===== src/hw/rtl/dtw_ram.sv =====
// ----------------------------------------------------------------------------
// dtw_ram: generic simple dual-port ram
// one write port, one read port with registered read data
// ----------------------------------------------------------------------------
module dtw_ram #(
	parameter int WIDTH = 32,
	parameter int DEPTH = 64
) (
	input  logic                     clk,
	input  logic                     wr_en,
	input  logic [$clog2(DEPTH)-1:0] wr_addr,
	input  logic [WIDTH-1:0]         wr_data,
	input  logic [$clog2(DEPTH)-1:0] rd_addr,
	output logic [WIDTH-1:0]         rd_data
);

	logic [WIDTH-1:0] mem_q [DEPTH];

	always_ff @(posedge clk) begin
		if (wr_en) begin
			mem_q[wr_addr] <= wr_data;
		end
		rd_data <= mem_q[rd_addr];
	end

endmodule


===== config.mk =====
export PLATFORM = sky130hd
export DESIGN_NAME = dtw_ram
export DESIGN_NICKNAME = d
export VERILOG_FILES = /design/src/hw/rtl/dtw_ram.sv
export SDC_FILE = /design/constraint.sdc
export NUM_CORES = 2
export LEC_CHECK = 0
export BUFFER_PORTS_ARGS = -buffer_cell sky130_fd_sc_hd__buf_2
export CAP_MARGIN = 10
export CORE_MARGIN = 1.5
export CORE_UTILIZATION = 63
export DETAILED_ROUTE_END_ITERATION = 6
export PLACE_DENSITY_LB_ADDON = 0.15
export SLEW_MARGIN = 20
export SYNTH_ARGS = -nofsm -noshare
export SYNTH_HDL_FRONTEND = slang
export SYNTH_SLANG_ARGS = --single-unit

===== constraint.sdc =====
create_clock -name clk -period 5.3 [get_ports clk]
set_input_delay 0.795 -clock clk [delete_from_list [all_inputs] [get_ports clk]]
set_output_delay 0.795 -clock clk [all_outputs]
set_load 0.05 [all_outputs]

[Word level (Yosys, flattened, before mapping)]
Memory sizes are Yosys's and may differ from the RTL's. A register that Yosys moved wholly into a read port is not among the register bits.
Index checks and enable logic that the tools add are counted.
W data, S select, Z words.
Storage, ports and cells
  flip-flop bits (word level): 0
  RAM bits: 2048
  input bits: 46
  output and inout port bits: 32
  memories kept: 1
Operators by class
  mux-type cells: 2
Memory list
  mem_q: depth 64, width 32, rd ports 1, clocked after Yosys merged registers in 1, write ports 1, RTL line 17  | logic [WIDTH-1:0] mem_q [DEPTH];
Operators by type and width (number)
  $mux W1: 2

[Longest topological paths before layout]
  depth after elaboration: 2
  mapped depth: 10
  gate-level depth less buffers: 5

[Least setup slack after synthesis]
Ideal clock, no wire load.
  path kind: input -> register
  from: input port wr_addr[3]
  to: memory mem_q[48][0], enable pin
  library setup time: 461 ps
  arrival: 3494 ps
  slack: 1345 ps
  cell stages on the path: 4
  cells stage by stage: clkbuf_1 -> nor2b_1 -> nand4b_1 -> nor3_1
RTL lines
  start: declaration: RTL line 11  | input logic [$clog2(DEPTH)-1:0] wr_addr,
  end: declaration: RTL line 17
No word-level cell before the write port.

==> flow_summary.toml <==
[clock_network]
max-clock-path-buffers = 3
postCtsSetupBuffers = 0
clock_sinks = 2080
path_clk_slew_ns = 0.06
cts_buffers = 196
htree_levels = 4
cts-root-buf = "clkbuf_16"
cts_tree = "yes"
clk_latency_ns = 0.82
cts_hold_buf = 0
cts.repair.resized = 0

[sta]
finalCritPeriodShare = 0.665
fin_crit_ns = 3.52
hold_slack_ns = 0.504
drv_slew = 0
fin_tns_setup_ns = 0
grt_setup_unrepaired = "false"
tightest_slew_ns = 1.14
slew_headroom = 0.234
hold_viol = 0
max_freq_ghz = 0.284
fin_skew_ns = 0.0262
setup_viol = 0

[run]
max-cap-violations = 0

[global_routing]
grt_pass1_vias = 37700
grt_util_all_layers = 0.321
grt_max_degree = 77
grt.overflow.total = 0
antenna_found_initial = 25
grt_pass1_wl_um = 280000

[synth]
syn_inst = 3324
seq_area_frac_synth = 0.791
synth_warnings = 0
synthArstFlopShare = 0
synth.area.top_cells = "edfxtp_1, mux4_2, mux2i_1"
ys_seq_elements = 2080
syn_area_um2 = 78500
yosys.area.top_type_share = 0.783
ys.flop_type = "edfxtp_1"
synth_area_per_cell_um2 = 23.6
syn_nets = 3370
synth_top_cell_by_area = "edfxtp_1"
synth_cell_type_count = 34
synth-edff-count = 2048

[cells_and_area]
multi_input_area_um2 = 16000
area_growth_pct = 12.5
seqCellArea_um2 = 62100
final_common_cell = "edfxtp_1"
fillers = 7092
fin_nets = 3623
layout_common_cells = "edfxtp_1, mux4_2, clkbuf_16"
drive_above_1_share = 0.301

[route]
drt-wirelength-per-cell_um = 36.8
vias = 37700
drt_iter0_markers = 6119
drc_errors = 0
drt_wl_total_um = 198000
detailedRoute.firstPassIterationCount = 7
via_per_inst = 6.99
drtAntennaViolNets = 0

[setup_path]
slowest_delay_ns = 0.75
cpLargestDelayFamily = "buffers and inverters"
worstPathRequired_ns = 5.95
cp.arrival_ns = 4.17
end_kind = "flop"
crit_fanout = 56
crit_slowest_cell = "o22ai_1"
critPathLaunchType = "primary input"
cp_common_cell = "mux4_2"
critPathBufInv = 3
path_class = "primary input to flop"
crit_chain = "buf_8 -> buf_12 -> buf_4 -> mux4_2 -> mux4_2 -> o22ai_1 -> nor2_1"

[pwr]
peakVddDrop_mv = 0.404
p_leak_nw = 27.7
p_per_area_nw_per_um2 = 383

[floorplan]
design.die.area_um2 = 127000
core_um2 = 124000
start_util = 0.635
ios = 78
die_height_um = 356
rows = 129
dieWidth_um = 356

[placement]
portBuffers = 77
gp_congestion = 0.870
dp_hpwl_um = 112000

[min_path]
min_path_type = "primary input to flop"

[run_status]
outcome = "completed"
[report_power, final]
group          internal (mW)  leakage (nW)  switching, mW
Combinational          0.620          5.89           1.23
Clock                   7.79          3.07           5.92
Sequential              18.2          18.7         0.0814
Total                   26.6          27.7           7.23
[worst register-to-register path: cells and delay by family (launching register included)]
family          cells  cell delay (ns)
compound gates      1             0.95
flops               1             0.37
simple gates        2             0.21
mux                 2             0.84
[Yosys cell counts, types with 7 or more instances]
library cell     n
edfxtp_1      2048
mux4_2         544
nor2_1         137
mux2i_1         93
o22ai_1         84
clkbuf_1        74
a21oi_1         62
buf_2           57
dfxtp_1         32
o221ai_1        27
nand2_1         26
buf_4           25
buf_1           21
nor2b_1         15
a22oi_1         12
a311oi_1         8
nand2b_1         8
nor3_1           7
[state kept, by name, summed over array words and instances (netlist names)]
register  count
mem_q      2048
rd_data      32
[cells by family (layout without fill, tap and decap cells)]
logic type	after synthesis	in the layout	synth area share
other	0	11	0
AO/OA/AOI/OAI	202	202	0.0167
multiplexers	637	637	0.168
buffers and inverters	182	601	0.0113
AND/OR/NAND/NOR	223	223	0.0127
flip-flops	2080	2080	0.791
[through the flow]
step	power (mW)	utilization	worst slack (ns)	std cells	area, µm²
after floorplan	19.6	-	1.35	3324	78500
after global placement	20.4	0.663	1.07	5012	81900
after detailed placement	20.5	0.663	1.05	5014	82000
after CTS	33.9	0.714	1.83	5378	88200
after global routing	34.7	0.714	1.75	5380	88300
final	33.9	0.715	1.78	5391	88300
[area by class of cell]
class | instances | share of cell area
sequential | 2080 | 0.703
multi-input combinational | 1062 | 0.181
clock buffer | 264 | 0.0613
tap | 1637 | 0.0232
timing repair buffer | 237 | 0.0212
clock inverter | 100 | 0.00974
antenna | 11 | 0.000312
[layer usage]
metal | track usage | vias up | part of all wire
met3 | 0.0778 | 383 | 0.12
met2 | 0.506 | 2502 | 0.49
li1 | - | 14800 | -
met1 | 0.448 | 20000 | 0.36
met4 | 0.113 | 16 | 0.038
met5 | 0 | - | 0.00052
[worst paths after layout]
check,from,endpoint,slack (ns),cells past startpoint
setup reg to reg,mem_q[62][18]$_DFFE_PP_,rd_data[18]$_DFF_P_,2.78,5
hold / removal,wr_data[19],mem_q[63][19]$_DFFE_PP_,0.50,1
setup / recovery,rd_addr[0],rd_data[2]$_DFF_P_,1.78,7
hold reg to reg,mem_q[28][20]$_DFFE_PP_,rd_data[20]$_DFF_P_,0.75,4
Power figures use the tool's default switching activity.
